--- src/design/mwcs_pkg.sv ---
// Shared types and constants of the Mann-Whitney change-point scan.
package mwcs_pkg;

	// Field and register widths
	localparam int RANK_W    = 13;
	localparam int CFG_W     = 13;
	localparam int REG_IDX_W = 4;
	localparam int SUM_W     = 24;
	localparam int IDX_W     = 12;
	localparam int STAT_W    = 24;

	// Datapath widths (worst case over 13-bit registers)
	localparam int N_W    = 13;  // n0, n1
	localparam int TC1_W  = 14;  // total_count + 1
	localparam int MUL_W  = 27;  // multiplier operand
	localparam int PROD_W = 54;  // multiplier product
	localparam int D_W    = 28;  // signed D = 2*R1 - n0*(tc+1)
	localparam int M_W    = 58;  // 12 * D^2
	localparam int V_W    = 40;  // n0 * n1 * (tc+1)
	localparam int QUO_W  = 48;  // saturated quotient 12*D^2*2^32 / V
	localparam int ROOT_W = 24;  // integer root of the quotient
	localparam int DSH_W  = 16;  // dividend bits shifted in during division
	localparam int SUB_W  = 41;  // shared subtractor width
	localparam int SQR_W  = 26;  // root remainder width
	localparam int CNT_W  = 6;

	// Register indexes
	localparam logic [REG_IDX_W-1:0] REG_SERIES_LENGTH = 4'd0;
	localparam logic [REG_IDX_W-1:0] REG_TOTAL_COUNT   = 4'd1;

	// Reset value of both registers
	localparam logic [CFG_W-1:0] CFG_RESET = 13'd4096;

	// Saturation limits of the statistic
	localparam logic [STAT_W-1:0] SAT_POS  = 24'h7FFFFF;
	localparam logic [ROOT_W-1:0] MAG_CAP  = 24'h800000;

	// Top-level sequencer states
	typedef enum logic [7:0] {
		ST_IDLE  = 8'b0000_0001,
		ST_MUL1  = 8'b0000_0010,
		ST_MUL2  = 8'b0000_0100,
		ST_MUL3  = 8'b0000_1000,
		ST_MUL4  = 8'b0001_0000,
		ST_SETUP = 8'b0010_0000,
		ST_ROOT  = 8'b0100_0000,
		ST_OUT   = 8'b1000_0000
	} mwcs_state_t;

	// Divide/root unit phases
	typedef enum logic [2:0] {
		DS_IDLE = 3'b001,
		DS_DIV  = 3'b010,
		DS_ROOT = 3'b100
	} mwcs_ds_phase_t;

	// Request into the divide/root unit
	typedef struct packed {
		logic               start;
		logic [DSH_W-1:0]   num_lo;
		logic [V_W-1:0]     rem_init;
		logic [V_W-1:0]     den;
	} mwcs_ds_req_t;

	// Status out of the divide/root unit
	typedef struct packed {
		logic              done;
		logic [ROOT_W-1:0] root;
	} mwcs_ds_rsp_t;

endpackage

--- src/design/mann_whitney_changepoint_scan.sv ---
// Mann-Whitney change-point scan: rank sum, split statistic (U-mu)/sd per item.
// Steps: accept only when no split is reported; accept and output load for a split with
// an empty second group; else accept, 4 multiplier passes, setup, then if not saturated
// a 48-bit divide and a 24-bit root on the shared subtractor, then the output load.
// The output register lets the next transaction enter while a result waits; a second
// result holds the load until the first is taken. Reset (arst_n low) clears rank sum,
// position and valids; both registers go to 4096.
module mann_whitney_changepoint_scan #(
	parameter int MAX_LEN = 4096
) (
	input  logic                               clk,
	input  logic                               arst_n,
	input  logic                               cfg_we,
	input  logic [mwcs_pkg::REG_IDX_W-1:0]     cfg_index,
	input  logic [mwcs_pkg::CFG_W-1:0]         cfg_data,
	input  logic                               in_valid,
	output logic                               in_ready,
	input  logic [mwcs_pkg::RANK_W-1:0]        rank,
	output logic                               out_valid,
	input  logic                               out_ready,
	output logic [mwcs_pkg::IDX_W-1:0]         split_index,
	output logic signed [mwcs_pkg::STAT_W-1:0] statistic,
	output logic                               invalid
);

	// Series length never exceeds what a 13-bit register holds
	localparam int LEN_CAP_I = (MAX_LEN > 8191) ? 8191 : MAX_LEN;
	localparam int POS_W     = $clog2(LEN_CAP_I);
	localparam logic [mwcs_pkg::CFG_W-1:0] LEN_CAP = 13'(LEN_CAP_I);

	mwcs_pkg::mwcs_state_t              state_q;
	logic [mwcs_pkg::CFG_W-1:0]         ser_len_q;
	logic [mwcs_pkg::CFG_W-1:0]         tot_cnt_q;
	logic [mwcs_pkg::SUM_W-1:0]         rank_sum_q;
	logic [POS_W-1:0]                   pos_q;
	logic                               out_valid_q;
	logic [mwcs_pkg::IDX_W-1:0]         split_index_q;
	logic [mwcs_pkg::STAT_W-1:0]        statistic_q;
	logic                               invalid_q;

	// Working registers of one transaction
	logic [mwcs_pkg::SUM_W-1:0]         r1_q;
	logic [mwcs_pkg::N_W-1:0]           n0_q;
	logic [mwcs_pkg::N_W-1:0]           n1_q;
	logic [mwcs_pkg::TC1_W-1:0]         tc1_q;
	logic [mwcs_pkg::IDX_W-1:0]         idx_q;
	logic                               inval_q;
	logic                               neg_q;
	logic [mwcs_pkg::MUL_W-1:0]         mag_q;
	logic [mwcs_pkg::MUL_W-2:0]         nn_q;
	logic [mwcs_pkg::M_W-1:0]           m_q;
	logic [mwcs_pkg::ROOT_W-1:0]        q_q;

	logic                               accept;
	logic [mwcs_pkg::CFG_W-1:0]         len;
	logic [mwcs_pkg::SUM_W-1:0]         r1;
	logic [mwcs_pkg::TC1_W-1:0]         pos_ext;
	logic [mwcs_pkg::TC1_W-1:0]         len_ext;
	logic                               produce;
	logic                               wrap;
	logic [mwcs_pkg::N_W-1:0]           n0;
	logic                               no_n1;
	logic                               out_free;

	logic [mwcs_pkg::MUL_W-1:0]         mul_a;
	logic [mwcs_pkg::MUL_W-1:0]         mul_b;
	logic [mwcs_pkg::PROD_W-1:0]        prod;
	logic [mwcs_pkg::D_W-1:0]           two_r1;
	logic [mwcs_pkg::D_W-1:0]           p_ext;
	logic [mwcs_pkg::D_W-1:0]           d_pos;
	logic [mwcs_pkg::D_W-1:0]           d_neg;
	logic [mwcs_pkg::M_W-1:0]           prod_w;
	logic [mwcs_pkg::M_W-1:0]           m12;
	logic                               sat;
	logic [mwcs_pkg::ROOT_W:0]          root_inc;
	logic [mwcs_pkg::STAT_W-1:0]        stat_val;

	mwcs_pkg::mwcs_ds_req_t             ds_req;
	mwcs_pkg::mwcs_ds_rsp_t             ds_rsp;

	// Decode the incoming transaction against the current position
	always_comb begin
		accept   = in_valid && in_ready;
		len      = (ser_len_q > LEN_CAP) ? LEN_CAP : ser_len_q;
		r1       = rank_sum_q + 24'(rank);
		pos_ext  = 14'(pos_q);
		len_ext  = {1'b0, len};
		produce  = (pos_ext != '0) && ((pos_ext + 14'd2) < len_ext);
		wrap     = (pos_ext + 14'd1) >= len_ext;
		n0       = 13'(pos_q) + 13'd1;
		no_n1    = tot_cnt_q <= n0;
		out_free = !out_valid_q || out_ready;
	end

	// Pick multiplier operands per step
	always_comb begin
		case (state_q)
			mwcs_pkg::ST_MUL1: begin
				mul_a = 27'(n0_q);
				mul_b = 27'(tc1_q);
			end
			mwcs_pkg::ST_MUL2: begin
				mul_a = 27'(n0_q);
				mul_b = 27'(n1_q);
			end
			mwcs_pkg::ST_MUL3: begin
				mul_a = mag_q;
				mul_b = mag_q;
			end
			mwcs_pkg::ST_MUL4: begin
				mul_a = {1'b0, nn_q};
				mul_b = 27'(tc1_q);
			end
			default: begin
				mul_a = '0;
				mul_b = '0;
			end
		endcase
	end

	mwcs_mul u_mul (
		.clk (clk),
		.a   (mul_a),
		.b   (mul_b),
		.p   (prod)
	);

	// Form D, 12*D^2, the saturation test and the final magnitude
	always_comb begin
		two_r1   = {3'b000, r1_q, 1'b0};
		p_ext    = {1'b0, prod[mwcs_pkg::MUL_W-1:0]};
		d_pos    = two_r1 - p_ext;
		d_neg    = p_ext - two_r1;
		prod_w   = {4'b0000, prod};
		m12      = (prod_w << 3) + (prod_w << 2);
		sat      = m_q >= {2'b00, prod[mwcs_pkg::V_W-1:0], 16'd0};
		root_inc = {1'b0, ds_rsp.root} + 25'd1;
		if (inval_q) begin
			stat_val = '0;
		end else if (neg_q) begin
			stat_val = 24'd0 - q_q;
		end else begin
			stat_val = (q_q > mwcs_pkg::SAT_POS) ? mwcs_pkg::SAT_POS : q_q;
		end
	end

	assign ds_req.start    = (state_q == mwcs_pkg::ST_SETUP) && !sat;
	assign ds_req.num_lo   = m_q[mwcs_pkg::DSH_W-1:0];
	assign ds_req.rem_init = m_q[mwcs_pkg::DSH_W +: mwcs_pkg::V_W];
	assign ds_req.den      = prod[mwcs_pkg::V_W-1:0];

	mwcs_divsqrt u_divsqrt (
		.clk    (clk),
		.arst_n (arst_n),
		.req    (ds_req),
		.rsp    (ds_rsp)
	);

	// Sequencer, running state and output valid
	always_ff @(posedge clk or negedge arst_n) begin
		if (!arst_n) begin
			state_q     <= mwcs_pkg::ST_IDLE;
			ser_len_q   <= mwcs_pkg::CFG_RESET;
			tot_cnt_q   <= mwcs_pkg::CFG_RESET;
			rank_sum_q  <= '0;
			pos_q       <= '0;
			out_valid_q <= 1'b0;
		end else begin
			if (cfg_we && cfg_index == mwcs_pkg::REG_SERIES_LENGTH) begin
				ser_len_q <= cfg_data;
			end
			if (cfg_we && cfg_index == mwcs_pkg::REG_TOTAL_COUNT) begin
				tot_cnt_q <= cfg_data;
			end
			// Raise the output valid on a load, drop it once the result is taken
			if (state_q == mwcs_pkg::ST_OUT && out_free) begin
				out_valid_q <= 1'b1;
			end else if (out_ready) begin
				out_valid_q <= 1'b0;
			end
			case (state_q)
				mwcs_pkg::ST_IDLE: begin
					if (accept) begin
						if (wrap) begin
							rank_sum_q <= '0;
							pos_q      <= '0;
						end else begin
							rank_sum_q <= r1;
							pos_q      <= pos_q + 1'b1;
						end
						if (produce) begin
							state_q <= no_n1 ? mwcs_pkg::ST_OUT : mwcs_pkg::ST_MUL1;
						end
					end
				end
				mwcs_pkg::ST_MUL1:  state_q <= mwcs_pkg::ST_MUL2;
				mwcs_pkg::ST_MUL2:  state_q <= mwcs_pkg::ST_MUL3;
				mwcs_pkg::ST_MUL3:  state_q <= mwcs_pkg::ST_MUL4;
				mwcs_pkg::ST_MUL4:  state_q <= mwcs_pkg::ST_SETUP;
				mwcs_pkg::ST_SETUP: begin
					state_q <= sat ? mwcs_pkg::ST_OUT : mwcs_pkg::ST_ROOT;
				end
				mwcs_pkg::ST_ROOT: begin
					if (ds_rsp.done) begin
						state_q <= mwcs_pkg::ST_OUT;
					end
				end
				mwcs_pkg::ST_OUT: begin
					if (out_free) begin
						state_q <= mwcs_pkg::ST_IDLE;
					end
				end
				default: begin
					state_q <= mwcs_pkg::ST_IDLE;
				end
			endcase
		end
	end

	// Capture operands and intermediate results, load the output payload
	always_ff @(posedge clk) begin
		case (state_q)
			mwcs_pkg::ST_IDLE: begin
				if (accept && produce) begin
					r1_q    <= r1;
					n0_q    <= n0;
					n1_q    <= tot_cnt_q - n0;
					tc1_q   <= {1'b0, tot_cnt_q} + 14'd1;
					idx_q   <= 12'(pos_q);
					inval_q <= no_n1;
				end
			end
			mwcs_pkg::ST_MUL2: begin
				neg_q <= d_pos[mwcs_pkg::D_W-1];
				mag_q <= d_pos[mwcs_pkg::D_W-1] ? d_neg[mwcs_pkg::MUL_W-1:0]
					: d_pos[mwcs_pkg::MUL_W-1:0];
			end
			mwcs_pkg::ST_MUL3: begin
				nn_q <= prod[mwcs_pkg::MUL_W-2:0];
			end
			mwcs_pkg::ST_MUL4: begin
				m_q <= m12;
			end
			mwcs_pkg::ST_SETUP: begin
				if (sat) begin
					q_q <= mwcs_pkg::MAG_CAP;
				end
			end
			mwcs_pkg::ST_ROOT: begin
				if (ds_rsp.done) begin
					q_q <= root_inc[mwcs_pkg::ROOT_W:1];
				end
			end
			mwcs_pkg::ST_OUT: begin
				if (out_free) begin
					split_index_q <= idx_q;
					statistic_q   <= stat_val;
					invalid_q     <= inval_q;
				end
			end
			default: begin
				q_q <= q_q;
			end
		endcase
	end

	assign in_ready    = (state_q == mwcs_pkg::ST_IDLE);
	assign out_valid   = out_valid_q;
	assign split_index = split_index_q;
	assign statistic   = $signed(statistic_q);
	assign invalid     = invalid_q;

endmodule

--- src/design/mwcs_mul.sv ---
// Shared registered multiplier of the Mann-Whitney change-point scan.
module mwcs_mul (
	input  logic                         clk,
	input  logic [mwcs_pkg::MUL_W-1:0]   a,
	input  logic [mwcs_pkg::MUL_W-1:0]   b,
	output logic [mwcs_pkg::PROD_W-1:0]  p
);

	// Register the product
	always_ff @(posedge clk) begin
		p <= {{mwcs_pkg::MUL_W{1'b0}}, a} * {{mwcs_pkg::MUL_W{1'b0}}, b};
	end

endmodule

--- src/design/mwcs_divsqrt.sv ---
// Restoring divider followed by restoring integer square root on one subtractor.
module mwcs_divsqrt (
	input  logic                   clk,
	input  logic                   arst_n,
	input  mwcs_pkg::mwcs_ds_req_t req,
	output mwcs_pkg::mwcs_ds_rsp_t rsp
);

	mwcs_pkg::mwcs_ds_phase_t       phase_q;
	logic [mwcs_pkg::CNT_W-1:0]     cnt_q;
	logic [mwcs_pkg::V_W-1:0]       rem_q;
	logic [mwcs_pkg::V_W-1:0]       den_q;
	logic [mwcs_pkg::DSH_W-1:0]     dsh_q;
	logic [mwcs_pkg::QUO_W-1:0]     wq_q;
	logic [mwcs_pkg::ROOT_W-1:0]    root_q;

	logic [mwcs_pkg::SUB_W-1:0]     sub_a;
	logic [mwcs_pkg::SUB_W-1:0]     sub_b;
	logic [mwcs_pkg::SUB_W:0]       diff;
	logic                           ge;

	// Select subtractor operands: remainder vs divisor, or remainder vs trial root
	always_comb begin
		case (phase_q)
			mwcs_pkg::DS_ROOT: begin
				sub_a = {13'd0, rem_q[mwcs_pkg::SQR_W-1:0],
					wq_q[mwcs_pkg::QUO_W-1 -: 2]};
				sub_b = {15'd0, root_q, 2'b01};
			end
			default: begin
				sub_a = {rem_q, dsh_q[mwcs_pkg::DSH_W-1]};
				sub_b = {1'b0, den_q};
			end
		endcase
		diff = {1'b0, sub_a} - {1'b0, sub_b};
		ge   = ~diff[mwcs_pkg::SUB_W];
	end

	assign rsp.done = (phase_q == mwcs_pkg::DS_ROOT) && (cnt_q == '0);
	assign rsp.root = {root_q[mwcs_pkg::ROOT_W-2:0], ge};

	// Sequence the phases
	always_ff @(posedge clk or negedge arst_n) begin
		if (!arst_n) begin
			phase_q <= mwcs_pkg::DS_IDLE;
			cnt_q   <= '0;
		end else begin
			case (phase_q)
				mwcs_pkg::DS_IDLE: begin
					if (req.start) begin
						phase_q <= mwcs_pkg::DS_DIV;
						cnt_q   <= 6'(mwcs_pkg::QUO_W - 1);
					end
				end
				mwcs_pkg::DS_DIV: begin
					if (cnt_q == '0) begin
						phase_q <= mwcs_pkg::DS_ROOT;
						cnt_q   <= 6'(mwcs_pkg::ROOT_W - 1);
					end else begin
						cnt_q <= cnt_q - 6'd1;
					end
				end
				mwcs_pkg::DS_ROOT: begin
					if (cnt_q == '0) begin
						phase_q <= mwcs_pkg::DS_IDLE;
					end else begin
						cnt_q <= cnt_q - 6'd1;
					end
				end
				default: begin
					phase_q <= mwcs_pkg::DS_IDLE;
				end
			endcase
		end
	end

	// Advance remainder, quotient and root, one bit per cycle
	always_ff @(posedge clk) begin
		case (phase_q)
			mwcs_pkg::DS_IDLE: begin
				if (req.start) begin
					rem_q <= req.rem_init;
					den_q <= req.den;
					dsh_q <= req.num_lo;
				end
			end
			mwcs_pkg::DS_DIV: begin
				if (cnt_q == '0) begin
					// First root step starts from a cleared remainder
					rem_q  <= '0;
					root_q <= '0;
				end else begin
					rem_q <= ge ? diff[mwcs_pkg::V_W-1:0] : sub_a[mwcs_pkg::V_W-1:0];
				end
				wq_q  <= {wq_q[mwcs_pkg::QUO_W-2:0], ge};
				dsh_q <= {dsh_q[mwcs_pkg::DSH_W-2:0], 1'b0};
			end
			mwcs_pkg::DS_ROOT: begin
				rem_q  <= ge ? 40'(diff[mwcs_pkg::SQR_W-1:0])
					: 40'(sub_a[mwcs_pkg::SQR_W-1:0]);
				root_q <= {root_q[mwcs_pkg::ROOT_W-2:0], ge};
				wq_q   <= {wq_q[mwcs_pkg::QUO_W-3:0], 2'b00};
			end
			default: begin
				rem_q <= rem_q;
			end
		endcase
	end

endmodule

--- config.mk ---
export PLATFORM = sky130hd
export DESIGN_NAME = mann_whitney_changepoint_scan
export DESIGN_NICKNAME = d
export VERILOG_FILES = /design/src/design/mwcs_pkg.sv /design/src/design/mann_whitney_changepoint_scan.sv /design/src/design/mwcs_mul.sv /design/src/design/mwcs_divsqrt.sv
export SDC_FILE = /design/constraint.sdc
export NUM_CORES = 2
export LEC_CHECK = 0
export BUFFER_PORTS_ARGS = -buffer_cell sky130_fd_sc_hd__buf_2
export CAP_MARGIN = 20
export CELL_PAD_IN_SITES_DETAIL_PLACEMENT = 0
export CELL_PAD_IN_SITES_GLOBAL_PLACEMENT = 1
export CORE_MARGIN = 3
export CORE_UTILIZATION = 45
export CTS_CLUSTER_DIAMETER = 50
export DETAILED_ROUTE_END_ITERATION = 16
export PLACE_DENSITY = 0.74
export SLEW_MARGIN = 20
export SYNTH_ARGS = -nofsm -noshare
export SYNTH_HDL_FRONTEND = slang
export SYNTH_SLANG_ARGS = --single-unit
--- constraint.sdc ---
create_clock -name clk -period 33.3 [get_ports clk]
set_clock_uncertainty 0.2 [all_clocks]
set_input_delay 3.33 -clock clk [delete_from_list [all_inputs] [get_ports clk]]
set_output_delay 3.33 -clock clk [all_outputs]
set_load 0.02 [all_outputs]
==> out/qor.yml <==
cells_and_area:
  multi_input_area_um2: 34920
  seq_area_um2: 15520
  stdcell_area_um2: 59560
  syn_to_final_growth_pct: 8.700
  drive_above_1_share_pct: 6.311
  layout.nets: 6985
  fill_cells: 11360
floorplanning:
  dieHeight_um: 355.0
  io_pins: 74
  die_width_um: 355.0
  coreArea_um2: 120400
  start_util_pct: 45.49
  rows: 127
  dieArea_um2: 126000
drt:
  wl_met2_um: 71960
  routed_wl_um: 161300
  antenna_left: 0
  wl_met3_um: 11990
  num_vias: 41350
  drt_pass1_iterations: 7
  drt_iter0_drc: 3878
  top_layer: "met4"
  met1Wirelength_um: 72070
  drc: 0
  avgViaCountPerCell: 5.474
  wl_per_cell_um: 21.35
critical_path:
  cp_slowest_stage_delay_ns: 0.80
  cp-start-kind: "flip-flop"
  reg2reg_depth: 30
  cp.depth: 30
  r2r_slack_ns: 21.76
  critPathMaxFanout: 21
  r2r-start: "state_q[5]$_DFFE_PN0P_"
  worstSetupEndpointType: "flip-flop"
  cpMaxStageDelayCell: "and2_1"
  worst-path-buf-inv: 5
  crit_required_ns: 33.60
  worst_r2r_endpoint: "u_mul.p[49]$_DFF_P_"
  cp-startpoint: "state_q[5]$_DFFE_PN0P_"
  critPathTopFamily: "adder cells"
  critPathMostFrequentCell: "fa_1"
  critPathKind: "reg2reg"
  crit_arrival_ns: 11.84
timing:
  setup_viol: 0
  slew_headroom_pct: 23.92
  rsz0062_at_grt: "no"
  slew_viol_final: 0
  setup_tns_ns: 0
  worst_slew_pin_slew_ns: 1.127
  final-hold-violation-count: 0
  clock.fmax_mhz: 86.64
  min_period_ns: 11.54
  period_share_pct: 34.66
grt:
  grt_pass1_wl_um: 250400
  grt_antenna_before_repair: 0
  grt_max_degree: 81
  overflow: 0
  grt_pass1_vias: 41840
  grtUsageTotal_pct: 25.83
synth:
  ys_seq_area_share_pct: 28.32
  syn_area_per_cell_um2: 9.308
  synthSimpleGateAreaFrac_pct: 14.81
  yosysTopAreaCellShare_pct: 23.02
  synth_top_family_by_area: "adder cells"
  ys_async_sr_fraction_pct: 14.60
  syn_area_um2: 54800
  synth_cell_types: 86
  synthXorXnorAreaFrac_pct: 3.644
  yosys.area.top_type: "fa_1"
  syn-num-nets: 6988
  ys_ff_latch: 548
  synthAdderAreaFrac_pct: 32.97
  netlist_instances: 5887
  synth_mux_area_share_pct: 0.6987
  ys.flop_type: "edfxtp_1"
  synthTopCellsByArea: "fa_1 23%, edfxtp_1 23%, ha_1 10%"
  ys_warn_count: 0
  synth_compound_area_share_pct: 11.35
  synth_edf_count: 414
cts:
  clk_pin_slew_worst_paths_ns: 0.06
  cts_resized: 0
  cts_tree: "yes"
  root_buffer: "clkbuf_16"
  numCtsBuffers: 72
  postCtsHoldBufs: 0
  numClockSinks: 548
  clock_path_buffers: 3
  insertion_delay_ns: 0.62
  cts_htree_levels: 3
  postCtsSetupBuffers: 0
place:
  io_buffers: 73
  hpwl_um: 126000
  dpl_cell_area_um2: 57060
  gp_congestion: 0.9726
power_and_ir_drop:
  clock_power_share_pct: 34.4
  p_sw_uw: 747.5
  p_per_area_nw_per_um2: 38.16
  intPower_uw: 1525
  seqPwrFrac_pct: 40.5
  power_leakage_uw: 0.02752
  sw_frac_of_total_pct: 32.89
  power_frac_comb_pct: 25.0
  vdd_ir_drop_max_uv: 38.70
worst_hold_path:
  hold_depth: 0
  hold_path.class: "reg2reg"
  holdPathEnd: "split_index[0]$_DFFE_PP_"
  min_from: "idx_q[0]$_DFFE_PP_"
run:
  cap_viol_max_count: 0
outcome:
  status: "finished, final reports clean"
-- kinds of logic after synthesis --
kind of cell	count (synthesis)
xor+xnor	228
compound gates	940
buf+inv	1195
flops	548
mux	35
fa+ha+maj	1066
simple gates	1875
-- per-layer routing --
| metal | GRT usage, % | vias up |
|---|---|---|
| met5 | 0 | - |
| met1 | 36.33 | 20430 |
| li1 | - | 19280 |
| met2 | 40.45 | 1398 |
| met4 | 7.737 | 0 |
| met3 | 5.140 | 251 |
-- worst max path at each step --
stage | slack [ns] | endpoint
3_5_place_dp | 21.87 | u_mul.p[49]$_DFF_P_
2_1_floorplan | 22.69 | u_mul.p[49]$_DFF_P_
6_report | 21.76 | u_mul.p[49]$_DFF_P_
4_1_cts | 21.82 | u_mul.p[49]$_DFF_P_
5_1_grt | 21.15 | u_mul.p[49]$_DFF_P_
3_3_place_gp | 21.94 | u_mul.p[49]$_DFF_P_
-- synthesized netlist by cell type, types with 32 or more instances --
cell      number
a221oi_1      32
nor2b_1       38
edfxtp_1     414
nand3_1       79
xor2_1        98
nand4_1       47
a21oi_1      267
xnor2_1      130
a21o_1       142
nor2_1       456
o21a_1        32
dfrtp_1       76
and3_1        53
dfxtp_1       54
ha_1         436
a31oi_1       36
inv_1        950
fa_1         630
o21ai_0      183
clkbuf_1     221
nor3_1        58
nand2_1      963
and2_1        58
-- worst register-to-register path: cells and delay by family (launching register included) --
| family | cells | cell delay [ns] |
|---|---|---|
| and+or+nand+nor | 10 | 3.54 |
| xor gates and xnor gates | 1 | 0.14 |
| buffers and inverters | 5 | 1.16 |
| AOI/OAI and AO/OA | 6 | 2.10 |
| DFF | 1 | 0.44 |
| adders and majority gates | 8 | 3.87 |
-- layout make-up --
cell class / count / share of cell area, %
clock buffers: 90 / 3.403
diodes: 1 / 0.004201
clock inverters: 42 / 0.7310
multi-input cells: 4144 / 58.62
inverters: 954 / 6.014
well taps: 1612 / 3.386
repair buffers: 164 / 1.786
flip-flops and latches: 548 / 26.06
-- stage by stage --
stage	hold slack, ns	setup WS (ns)	total power, µW	utilization [%]	std cells
after floorplan	0.2003	22.69	1300	-	5887
after global placement	0.2073	21.94	1493	47.37	7421
after detailed placement	0.2045	21.87	1495	47.38	7421
after CTS	0.2183	21.82	2288	49.42	7553
after global routing	0.2264	21.15	2390	49.45	7554
final	0.2185	21.76	2273	49.45	7555
-- placed cells by master, fill, tap and decap left out, types with 72 or more instances in the layout --
cell / n
buf_4: 91
fa_1: 630
a21o_1: 142
ha_1: 436
nor2_1: 453
o21ai_0: 182
nand2_1: 960
nand3_1: 79
xor2_1: 98
dfrtp_1: 76
a21oi_1: 266
buf_2: 72
xnor2_1: 130
inv_1: 949
clkbuf_16: 78
edfxtp_1: 414
-- power by group through the flow --
| stage | clock network (µW) | registers (µW) | logic (µW) |
|---|---|---|---|
| 6_report | 782 | 921 | 569 |
| 5_1_grt | 828 | 929 | 632 |
| 4_1_cts | 800 | 923 | 566 |
| 3_5_place_dp | 0 | 936 | 558 |
| 3_3_place_gp | 0 | 935 | 558 |
| 2_1_floorplan | 0 | 894 | 406 |
-- flip-flops by register name (all words and copies together), names as in the netlist, 13 cells and up --
| name | flops |
|---|---|
| u_divsqrt.rem_q | 40 |
| n1_q | 13 |
| statistic | 24 |
| nn_q | 26 |
| tot_cnt_q | 13 |
| u_divsqrt.root_q | 24 |
| u_mul.p | 54 |
| rank_sum_q | 24 |
| tc1_q | 14 |
| u_divsqrt.wq_q | 48 |
| mag_q | 27 |
| r1_q | 24 |
| u_divsqrt.dsh_q | 14 |
| n0_q | 13 |
| q_q | 24 |
| u_divsqrt.den_q | 40 |
| m_q | 56 |
| ser_len_q | 13 |
Power figures use the tool's default switching activity.
